$ cat src/rtl/core/ebre_pkg.sv
`timescale 1ns / 1ps
// ----------------------------------------------------------------------------
// ebre_pkg: shared types and constants for the battery runtime estimator
// Configuration register indexes and reset values, default parameter values,
// and the command and status bundles between controller and datapath.
// ----------------------------------------------------------------------------
package ebre_pkg;

  localparam int POWER_WIDTH_DEF   = 32;
  localparam int EMA_FRAC_BITS_DEF = 8;

  localparam int CFG_IDX_W  = 2;
  localparam int CFG_DATA_W = 32;
  localparam int FIELD_W    = 32;

  localparam logic [CFG_IDX_W-1:0] CFG_ENABLE      = 2'd0;
  localparam logic [CFG_IDX_W-1:0] CFG_MAX_POWER   = 2'd1;
  localparam logic [CFG_IDX_W-1:0] CFG_ALPHA_SHIFT = 2'd2;

  localparam logic        ENABLE_RST      = 1'b1;
  localparam logic [31:0] MAX_POWER_RST   = 32'd300000000;
  localparam logic [2:0]  ALPHA_SHIFT_RST = 3'd2;

  // Seconds per hour, and the width that holds it
  localparam int SEC_PER_HOUR   = 3600;
  localparam int SEC_PER_HOUR_W = 12;

  typedef struct packed {
    logic load_in;       // capture the request fields
    logic mark_accept;   // power reading passed the checks
    logic seed;          // first accepted reading seeds the average
    logic ema_diff;      // form |p - avg| and its direction
    logic ema_step;      // shift the difference by alpha
    logic ema_apply;     // move the average
    logic div_load;      // start the time-to-empty division
    logic div_step;      // one restoring division step
    logic out_load;      // load the output register
    logic out_est_valid; // estimate is valid for this result
  } ebre_cmd_t;

  typedef struct packed {
    logic enable;
    logic discharging;
    logic power_ok;
    logic seeded;
    logic est_ok;
    logic div_last;
    logic out_free;
  } ebre_sts_t;

endpackage

$ cat src/rtl/core/ema_battery_runtime_estimator.sv
`timescale 1ns / 1ps
// ----------------------------------------------------------------------------
// ema_battery_runtime_estimator: smoothed power and time-to-empty estimate
// Averages accepted power readings and divides remaining energy by the
// average to give seconds until the battery is empty.
// ----------------------------------------------------------------------------
//
//  Channel  Direction  Handshake          Payload
//  in_      request    in_valid/in_stall  discharging, energy/power present,
//                                         power_uw, energy_uwh
//  out_     result     out_valid/out_stall estimate_valid, seconds_left,
//                                         sample_accepted, average_power_uw
//  cfg_     write      cfg_we             cfg_index, cfg_wdata
//
//  One request at a time. With a valid estimate a request passes through
//  the check, the average update when the reading moves the average, the
//  division and the output register; the restoring divider retires one
//  quotient bit per cycle. A disabled block drops the request without a
//  result.
//  Reset is synchronous and active low; it restores the register defaults
//  and clears the average. A stalled result waits in the output register
//  while the next request is taken and worked on.
//
module ema_battery_runtime_estimator import ebre_pkg::*; #(
  parameter int POWER_WIDTH   = POWER_WIDTH_DEF,
  parameter int EMA_FRAC_BITS = EMA_FRAC_BITS_DEF
) (
  input  logic                  clk,
  input  logic                  rst_n,
  input  logic                  cfg_we,
  input  logic [CFG_IDX_W-1:0]  cfg_index,
  input  logic [CFG_DATA_W-1:0] cfg_wdata,
  input  logic                  in_valid,
  output logic                  in_stall,
  input  logic                  in_discharging,
  input  logic                  in_energy_present,
  input  logic                  in_power_present,
  input  logic [FIELD_W-1:0]    in_power_uw,
  input  logic [FIELD_W-1:0]    in_energy_uwh,
  output logic                  out_valid,
  input  logic                  out_stall,
  output logic                  out_estimate_valid,
  output logic [FIELD_W-1:0]    out_seconds_left,
  output logic                  out_sample_accepted,
  output logic [FIELD_W-1:0]    out_average_power_uw
);

  ebre_cmd_t cmd;
  ebre_sts_t sts;

  // Sequencer: owns the request handshake and steps the datapath
  ebre_ctrl u_ctrl (
    .clk      (clk),
    .rst_n    (rst_n),
    .in_valid (in_valid),
    .in_stall (in_stall),
    .sts      (sts),
    .cmd      (cmd)
  );

  // Datapath: config, average, divider and the result register
  ebre_dp #(
    .POWER_WIDTH   (POWER_WIDTH),
    .EMA_FRAC_BITS (EMA_FRAC_BITS)
  ) u_dp (
    .clk                  (clk),
    .rst_n                (rst_n),
    .cfg_we               (cfg_we),
    .cfg_index            (cfg_index),
    .cfg_wdata            (cfg_wdata),
    .in_discharging       (in_discharging),
    .in_energy_present    (in_energy_present),
    .in_power_present     (in_power_present),
    .in_power_uw          (in_power_uw),
    .in_energy_uwh        (in_energy_uwh),
    .out_valid            (out_valid),
    .out_stall            (out_stall),
    .out_estimate_valid   (out_estimate_valid),
    .out_seconds_left     (out_seconds_left),
    .out_sample_accepted  (out_sample_accepted),
    .out_average_power_uw (out_average_power_uw),
    .cmd                  (cmd),
    .sts                  (sts)
  );

  // A taken request keeps the input side busy on the next cycle
  a_busy_after_accept: assert property (@(posedge clk) disable iff (!rst_n)
    in_valid && !in_stall |=> in_stall)
    else $error("input accepted twice in a row");

  // An invalid estimate reports zero seconds
  a_invalid_zero: assert property (@(posedge clk) disable iff (!rst_n)
    out_valid && !out_estimate_valid |-> out_seconds_left == '0)
    else $error("seconds_left nonzero without a valid estimate");

  // Once a reading is accepted the average is at least one microwatt
  a_accept_nonzero_avg: assert property (@(posedge clk) disable iff (!rst_n)
    out_valid && (out_sample_accepted || out_estimate_valid) |->
      out_average_power_uw != '0)
    else $error("zero average after an accepted reading");

  // No new result is loaded while a stalled one is still held
  a_no_overwrite: assert property (@(posedge clk) disable iff (!rst_n)
    cmd.out_load |-> !out_valid || !out_stall)
    else $error("result overwritten while stalled");

endmodule

$ cat src/rtl/core/ebre_ctrl.sv
`timescale 1ns / 1ps
// ----------------------------------------------------------------------------
// ebre_ctrl: sequencer for the battery runtime estimator
// Walks one request through check, average update, division and output.
// ----------------------------------------------------------------------------
module ebre_ctrl import ebre_pkg::*; (
  input  logic      clk,
  input  logic      rst_n,
  input  logic      in_valid,
  output logic      in_stall,
  input  ebre_sts_t sts,
  output ebre_cmd_t cmd
);

  localparam logic [2:0] ST_IDLE      = 3'd0;
  localparam logic [2:0] ST_CHECK     = 3'd1;
  localparam logic [2:0] ST_EMA_DIFF  = 3'd2;
  localparam logic [2:0] ST_EMA_STEP  = 3'd3;
  localparam logic [2:0] ST_EMA_APPLY = 3'd4;
  localparam logic [2:0] ST_EST       = 3'd5;
  localparam logic [2:0] ST_DIV_RUN   = 3'd6;
  localparam logic [2:0] ST_FIN       = 3'd7;

  logic [2:0] state_r, state_nxt;
  logic       est_valid_r, est_valid_nxt;

  assign in_stall = (state_r != ST_IDLE);

  always_comb begin
    state_nxt     = state_r;
    est_valid_nxt = est_valid_r;
    cmd           = '0;
    case (state_r)
      ST_IDLE: begin
        if (in_valid) begin
          cmd.load_in = 1'b1;
          state_nxt   = ST_CHECK;
        end
      end
      ST_CHECK: begin
        est_valid_nxt = 1'b0;
        if (!sts.enable) begin
          state_nxt = ST_IDLE;          // drop the request
        end else if (!sts.discharging) begin
          state_nxt = ST_FIN;
        end else if (sts.power_ok) begin
          cmd.mark_accept = 1'b1;
          if (!sts.seeded) begin
            cmd.seed  = 1'b1;
            state_nxt = ST_EST;
          end else begin
            state_nxt = ST_EMA_DIFF;
          end
        end else begin
          state_nxt = ST_EST;
        end
      end
      ST_EMA_DIFF: begin
        cmd.ema_diff = 1'b1;
        state_nxt    = ST_EMA_STEP;
      end
      ST_EMA_STEP: begin
        cmd.ema_step = 1'b1;
        state_nxt    = ST_EMA_APPLY;
      end
      ST_EMA_APPLY: begin
        cmd.ema_apply = 1'b1;
        state_nxt     = ST_EST;
      end
      ST_EST: begin
        if (sts.est_ok) begin
          cmd.div_load = 1'b1;
          state_nxt    = ST_DIV_RUN;
        end else begin
          state_nxt = ST_FIN;
        end
      end
      ST_DIV_RUN: begin
        cmd.div_step = 1'b1;
        if (sts.div_last) begin
          est_valid_nxt = 1'b1;
          state_nxt     = ST_FIN;
        end
      end
      ST_FIN: begin
        cmd.out_est_valid = est_valid_r;
        if (sts.out_free) begin
          cmd.out_load = 1'b1;
          state_nxt    = ST_IDLE;
        end
      end
      default: begin
        state_nxt = ST_IDLE;
      end
    endcase
  end

  always_ff @(posedge clk) begin
    if (!rst_n) begin
      state_r     <= ST_IDLE;
      est_valid_r <= 1'b0;
    end else begin
      state_r     <= state_nxt;
      est_valid_r <= est_valid_nxt;
    end
  end

endmodule

$ cat src/rtl/core/ebre_dp.sv
`timescale 1ns / 1ps
// ----------------------------------------------------------------------------
// ebre_dp: datapath of the battery runtime estimator
// Configuration registers, power average, restoring divider, output register.
// ----------------------------------------------------------------------------
module ebre_dp import ebre_pkg::*; #(
  parameter int POWER_WIDTH   = POWER_WIDTH_DEF,
  parameter int EMA_FRAC_BITS = EMA_FRAC_BITS_DEF
) (
  input  logic                  clk,
  input  logic                  rst_n,
  input  logic                  cfg_we,
  input  logic [CFG_IDX_W-1:0]  cfg_index,
  input  logic [CFG_DATA_W-1:0] cfg_wdata,
  input  logic                  in_discharging,
  input  logic                  in_energy_present,
  input  logic                  in_power_present,
  input  logic [FIELD_W-1:0]    in_power_uw,
  input  logic [FIELD_W-1:0]    in_energy_uwh,
  output logic                  out_valid,
  input  logic                  out_stall,
  output logic                  out_estimate_valid,
  output logic [FIELD_W-1:0]    out_seconds_left,
  output logic                  out_sample_accepted,
  output logic [FIELD_W-1:0]    out_average_power_uw,
  input  ebre_cmd_t             cmd,
  output ebre_sts_t             sts
);

  localparam int AVG_W = POWER_WIDTH + EMA_FRAC_BITS;
  localparam int NUM_W = FIELD_W + SEC_PER_HOUR_W + EMA_FRAC_BITS;
  localparam int CNT_W = $clog2(NUM_W);

  // Configuration
  logic                  enable_r;
  logic [FIELD_W-1:0]    max_power_r;
  logic [2:0]            shift_r;

  // Captured request
  logic                  disch_r;
  logic                  energy_ok_r;
  logic                  power_ok_r;
  logic [POWER_WIDTH-1:0] power_r;
  logic [FIELD_W-1:0]    energy_r;

  // Average state
  logic [AVG_W-1:0]      avg_r;
  logic                  seeded_r;
  logic                  accepted_r;
  logic [AVG_W-1:0]      diff_r;
  logic                  up_r;
  logic [AVG_W-1:0]      step_r;

  // Divider
  logic [NUM_W-1:0]      quo_r;
  logic [AVG_W-1:0]      rem_r;
  logic [CNT_W-1:0]      cnt_r;

  // Output register
  logic                  out_valid_r;
  logic                  out_est_r;
  logic [FIELD_W-1:0]    out_sec_r;
  logic                  out_acc_r;
  logic [FIELD_W-1:0]    out_avg_r;

  logic [AVG_W-1:0]      p_fx;
  logic [AVG_W:0]        round_v;
  logic [AVG_W:0]        ceil_sum;
  logic [AVG_W:0]        trial;
  logic                  trial_ge;
  logic [NUM_W-1:0]      num_v;
  logic [63:0]           avg_int;
  logic [FIELD_W-1:0]    avg_sat;
  logic [FIELD_W-1:0]    quo_sat;

  assign p_fx     = AVG_W'(power_r) << EMA_FRAC_BITS;
  assign round_v  = ((AVG_W+1)'(1) << shift_r) - (AVG_W+1)'(1);
  assign ceil_sum = {1'b0, diff_r} + round_v;
  assign trial    = {rem_r, quo_r[NUM_W-1]};
  assign trial_ge = (trial >= {1'b0, avg_r});
  assign num_v    = (NUM_W'(energy_r) * NUM_W'(SEC_PER_HOUR)) << EMA_FRAC_BITS;
  assign avg_int  = 64'(avg_r >> EMA_FRAC_BITS);
  assign avg_sat  = (|avg_int[63:FIELD_W]) ? '1 : avg_int[FIELD_W-1:0];
  assign quo_sat  = (|quo_r[NUM_W-1:FIELD_W]) ? '1 : quo_r[FIELD_W-1:0];

  assign sts.enable      = enable_r;
  assign sts.discharging = disch_r;
  assign sts.power_ok    = power_ok_r && (|power_r) &&
                           (64'(power_r) <= 64'(max_power_r));
  assign sts.seeded      = seeded_r;
  assign sts.est_ok      = energy_ok_r && seeded_r && (|avg_r);
  assign sts.div_last    = (cnt_r == CNT_W'(NUM_W - 1));
  assign sts.out_free    = !out_valid_r || !out_stall;

  always_ff @(posedge clk) begin
    if (!rst_n) begin
      enable_r    <= ENABLE_RST;
      max_power_r <= MAX_POWER_RST;
      shift_r     <= ALPHA_SHIFT_RST;
    end else if (cfg_we) begin
      case (cfg_index)
        CFG_ENABLE:      enable_r    <= cfg_wdata[0];
        CFG_MAX_POWER:   max_power_r <= cfg_wdata;
        CFG_ALPHA_SHIFT: shift_r     <= cfg_wdata[2:0];
        default: ;
      endcase
    end
  end

  // Request capture
  always_ff @(posedge clk) begin
    if (cmd.load_in) begin
      disch_r     <= in_discharging;
      energy_ok_r <= in_energy_present;
      power_ok_r  <= in_power_present;
      power_r     <= POWER_WIDTH'(in_power_uw);
      energy_r    <= in_energy_uwh;
    end
    if (cmd.load_in) begin
      accepted_r <= 1'b0;
    end else if (cmd.mark_accept) begin
      accepted_r <= 1'b1;
    end
  end

  // Average: seed, or move by the shifted difference (floor when rising, ceiling when falling)
  always_ff @(posedge clk) begin
    if (!rst_n) begin
      avg_r    <= '0;
      seeded_r <= 1'b0;
    end else if (cmd.seed) begin
      avg_r    <= p_fx;
      seeded_r <= 1'b1;
    end else if (cmd.ema_apply) begin
      avg_r <= up_r ? avg_r + step_r : avg_r - step_r;
    end
  end

  always_ff @(posedge clk) begin
    if (cmd.ema_diff) begin
      up_r   <= (p_fx >= avg_r);
      diff_r <= (p_fx >= avg_r) ? p_fx - avg_r : avg_r - p_fx;
    end
    if (cmd.ema_step) begin
      step_r <= up_r ? diff_r >> shift_r : AVG_W'(ceil_sum >> shift_r);
    end
  end

  // Restoring divider: numerator shifts out of quo_r as quotient bits shift in
  always_ff @(posedge clk) begin
    if (cmd.div_load) begin
      quo_r <= num_v;
      rem_r <= '0;
      cnt_r <= '0;
    end else if (cmd.div_step) begin
      quo_r <= {quo_r[NUM_W-2:0], trial_ge};
      rem_r <= trial_ge ? AVG_W'(trial - {1'b0, avg_r}) : trial[AVG_W-1:0];
      cnt_r <= cnt_r + CNT_W'(1);
    end
  end

  // Output register
  always_ff @(posedge clk) begin
    if (!rst_n) begin
      out_valid_r <= 1'b0;
    end else if (cmd.out_load) begin
      out_valid_r <= 1'b1;
    end else if (!out_stall) begin
      out_valid_r <= 1'b0;
    end
  end

  always_ff @(posedge clk) begin
    if (cmd.out_load) begin
      out_est_r <= cmd.out_est_valid;
      out_sec_r <= cmd.out_est_valid ? quo_sat : '0;
      out_acc_r <= accepted_r;
      out_avg_r <= avg_sat;
    end
  end

  assign out_valid            = out_valid_r;
  assign out_estimate_valid   = out_est_r;
  assign out_seconds_left     = out_sec_r;
  assign out_sample_accepted  = out_acc_r;
  assign out_average_power_uw = out_avg_r;

endmodule
$ cat config.mk
export PLATFORM = sky130hd
export DESIGN_NAME = ema_battery_runtime_estimator
export DESIGN_NICKNAME = d
export VERILOG_FILES = /design/src/rtl/core/ebre_pkg.sv /design/src/rtl/core/ema_battery_runtime_estimator.sv /design/src/rtl/core/ebre_ctrl.sv /design/src/rtl/core/ebre_dp.sv
export SDC_FILE = /design/constraint.sdc
export NUM_CORES = 1
export LEC_CHECK = 0
export ABC_AREA = 0
export BUFFER_PORTS_ARGS = -buffer_cell sky130_fd_sc_hd__buf_4
export CAP_MARGIN = 20
export CELL_PAD_IN_SITES_DETAIL_PLACEMENT = 0
export CELL_PAD_IN_SITES_GLOBAL_PLACEMENT = 1
export CORE_MARGIN = 4
export CORE_UTILIZATION = 29
export CTS_BUF_LIST = sky130_fd_sc_hd__clkbuf_8
export DETAILED_ROUTE_END_ITERATION = 6
export PLACE_DENSITY = 0.55
export SYNTH_ARGS = -nofsm -noshare
export SYNTH_HDL_FRONTEND = slang
export SYNTH_HIERARCHICAL = 1
export SYNTH_SLANG_ARGS = --single-unit
$ cat constraint.sdc
create_clock -name clk -period 5.4 [get_ports clk]
set_input_delay 1.08 -clock clk [delete_from_list [all_inputs] [get_ports clk]]
set_output_delay 1.08 -clock clk [all_outputs]
set_load 0.01 [all_outputs]
==> results.yml <==
clock_network:
  insertion_delay_ns: 0.72
  clk_path_buf_depth: 3
  htree_levels: 3
  tritoncts: "done"
  cts_hold_buf: 0
  cts.sinks: 395
  numCtsBuffers: 76
  clk_pin_slew_ns: 0.06
  cts_root_buffer: "clkbuf_8"
placed_design:
  placed_area_um2: 35500
  gp_congestion: 0.885
  hpwl_um: 85400
  io_buffers: 173
routing:
  dr.max_layer_used: "met4"
  drt_iter0_markers: 1875
  drcViolationCount: 0
  via_count: 27200
  first_pass_iters: 5
  met1_length_um: 54000
  via_per_inst: 5.15
  wl_um: 109000
  drtAntennaViolNets: 0
  wl_met3_um: 5410
  met2_length_um: 47200
  wl_per_cell_um: 20.6
setup_path:
  crit_top_cell: "fa_1"
  max_stage_delay_ns: 0.54
  start_kind: "flop"
  crit_start: "u_dp/energy_r[1]$_DFFE_PP_"
  critPathSlowestCell: "fa_1"
  crit-reg2reg-launch: "u_dp/energy_r[1]$_DFFE_PP_"
  path_cells: "inv_1 > fa_1 > inv_1 > ha_1 > fa_1 > ha_1 > fa_1 > a211oi_2 > o21bai_1 > a31o_2 > a211oi_1 > buf_4 > o211ai_1 > nor2b_1 > a211o_1 > a31oi_1 > xnor2_1 > a22o_1"
  path_class: "reg -> reg"
  end_kind: "flop"
  reg2reg_slack_ns: 0.27
  regToRegEndpoint: "u_dp/quo_r[51]$_DFFE_PP_"
  worstPathRequired_ns: 5.83
  path_max_fanout: 5
  worstRegToRegCells: 18
  cp.arrival_ns: 5.55
min_path:
  hp-start: "u_dp/accepted_r$_SDFFE_PP0P_"
  holdPathStages: 0
  whs_endpoint: "u_dp/out_sample_accepted$_DFFE_PP_"
  min_path_type: "reg -> reg"
sta:
  period_share_pct: 95.0
  worst_pin_slew_ns: 1.05
  setup_tns_ns: 0
  finalHoldViolCount: 0
  finalSetupViolations: 0
  rsz0062_at_grt: "false"
  max_slew_margin_pct: 29.7
  period_needed_ns: 5.13
  final_max_slew_viol_count: 0
  skew_ns: 0.0669
  max_freq_ghz: 0.195
status:
  status: "complete, no violations"
synth:
  synthFlopType: "edfxtp_1"
  synthCells: 3588
  synth_top_cell_area_share_pct: 23.5
  yosys_warnings: 6
  ys_ff_latch: 395
  post-synth-top-count-cell: "ha_1"
  syn-num-nets: 4089
  synth_common_cells: "335 x ha_1, 313 x a21oi_1, 304 x inv_1"
  synth_area_um2: 32500
  synthArstFlopShare_pct: 0
  synth_area_leader_cell: "edfxtp_1"
  synth_edf_count: 254
  synth.distinct_cells: 91
  syn_avg_cell_area_um2: 9.06
  synth_area_leaders: "edfxtp_1 23%, ha_1 13%, dfxtp_1 8.7%"
  yosysSeqAreaShare_pct: 32.1
power_and_ir_drop:
  clock_power_share_pct: 11.6
  powerDensity_nw_per_um2: 731
  p_sw_w: 0.0136
  p_int_w: 0.0135
  ir_drop_uv: 499
  power.leakage_nw: 15.6
  switching_share_pct: 50.1
  seqPwrFrac_pct: 18.8
  power_frac_comb_pct: 69.6
global_route:
  grt_pass1_vias: 26900
  grt_start_max_net_pins: 68
  grt.total_usage_pct: 18.1
  grt_pass1_wl_um: 165000
  globalRouteOverflowTotal: 0
  antenna_found_initial: 2
die:
  die_area_um2: 118000
  rows: 122
  chipWidth_um: 343
  core_um2: 111000
  ios: 174
  die_h_um: 343
  initial_utilization_pct: 29.3
layout:
  layout.nets: 4229
  drive_gt1_share_pct: 10.7
  fin_area_um2: 37100
  syn_to_final_growth_pct: 14.2
run:
  maxCapViolations: 0
worst max-delay path by stage:
stage,cells after the start,to,slack [ns]
after floorplan,17,u_dp/quo_r[41]$_DFFE_PP_,0.60
after global placement,18,u_dp/quo_r[51]$_DFFE_PP_,0.17
after detailed placement,18,u_dp/quo_r[51]$_DFFE_PP_,0.23
after CTS,18,u_dp/quo_r[51]$_DFFE_PP_,0.16
after global routing,18,u_dp/quo_r[51]$_DFFE_PP_,0.02
final,18,u_dp/quo_r[51]$_DFFE_PP_,0.27
critical path: cells and delay by family (launching register included):
family | cells | cell delay [ns]
xor gates and xnor gates | 1 | 0.09
AOI/OAI and AO/OA | 8 | 1.69
adders and majority gates | 5 | 2.14
DFF | 1 | 0.42
and+or+nand+nor | 1 | 0.22
buffers and inverters | 3 | 0.31
power by group through the flow:
stage	logic [W]	registers, W	clock network, W
floorplan	0.0141	0.00473	0
global placement	0.0189	0.00516	0
detailed placement	0.0187	0.00515	0
CTS	0.0189	0.00510	0.00329
global route	0.0211	0.00519	0.00341
finish	0.0189	0.00510	0.00313
metrics by stage:
stage	setup WS, ns	cells	total power (W)	util [%]	hold slack, ns
2_1_floorplan	0.597	3588	0.0188	-	0.409
3_3_place_gp	0.171	5135	0.0241	32.0	0.420
3_5_place_dp	0.228	5135	0.0238	32.0	0.423
4_1_cts	0.159	5277	0.0273	33.4	0.455
5_1_grt	0.0168	5281	0.0297	33.4	0.472
6_report	0.271	5285	0.0271	33.5	0.452
registers in the layout (all words and copies together) (netlist names), 3 cells and up:
register,count
u_dp/quo_r,52
u_dp/diff_r,40
u_dp/rem_r,40
u_dp/avg_r,40
u_dp/out_average_power_uw,32
u_dp/out_seconds_left,32
u_dp/power_r,32
u_dp/shift_r,3
u_dp/cnt_r,6
u_dp/energy_r,32
u_dp/step_r,40
u_ctrl/state_r,3
u_dp/max_power_r,32
cells in the final DEF (no fill, tap or decap), drive strengths merged, types with 60 or more instances in the layout:
master and n:
o21ai 194, clkbuf 84, dfxtp 141, nor2 239, mux2i 146, buf 231, a211oi 73, nand3 65
edfxtp 254, xnor2 108, xor2 93, a21o 107, ha 335, nand2 246, inv 336, a21oi 314
fa 60
per-layer routing:
metal / GRT usage [%] / vias to the layer above
li1: - / 13400
met1: 26.5 / 13100
met2: 27.7 / 598
met3: 2.85 / 116
met4: 4.40 / 0
met5: 0 / -
cell families after synthesis:
logic type      after synthesis  synth area share, %
compound gates             1069                 21.5
xor+xnor                    201                 5.42
fa+ha+maj                   395                 16.6
buf+inv                     475                 5.72
flops                       395                 32.1
mux                         173                 5.57
simple gates                880                 13.1
repair_timing:
item	in CTS	in global routing
endpoints found under the setup margin	0	2
resized for setup	0	1
hold endpoints to repair	0	0
buffers inserted	0	0
layout make-up:
| class | count | area [µm²] |
|---|---|---|
| Antenna cell | 5 | 12.5 |
| Clock buffer | 84 | 1160 |
| Clock inverter | 58 | 413 |
| Fill cell | 11800 | 73800 |
| Inverter | 306 | 1150 |
| Multi-Input combinational cell | 2718 | 20300 |
| Sequential cell | 395 | 10500 |
| Tap cell | 1488 | 1860 |
| Timing Repair Buffer | 231 | 1790 |
No activity file was read; power rests on OpenSTA's default activity.
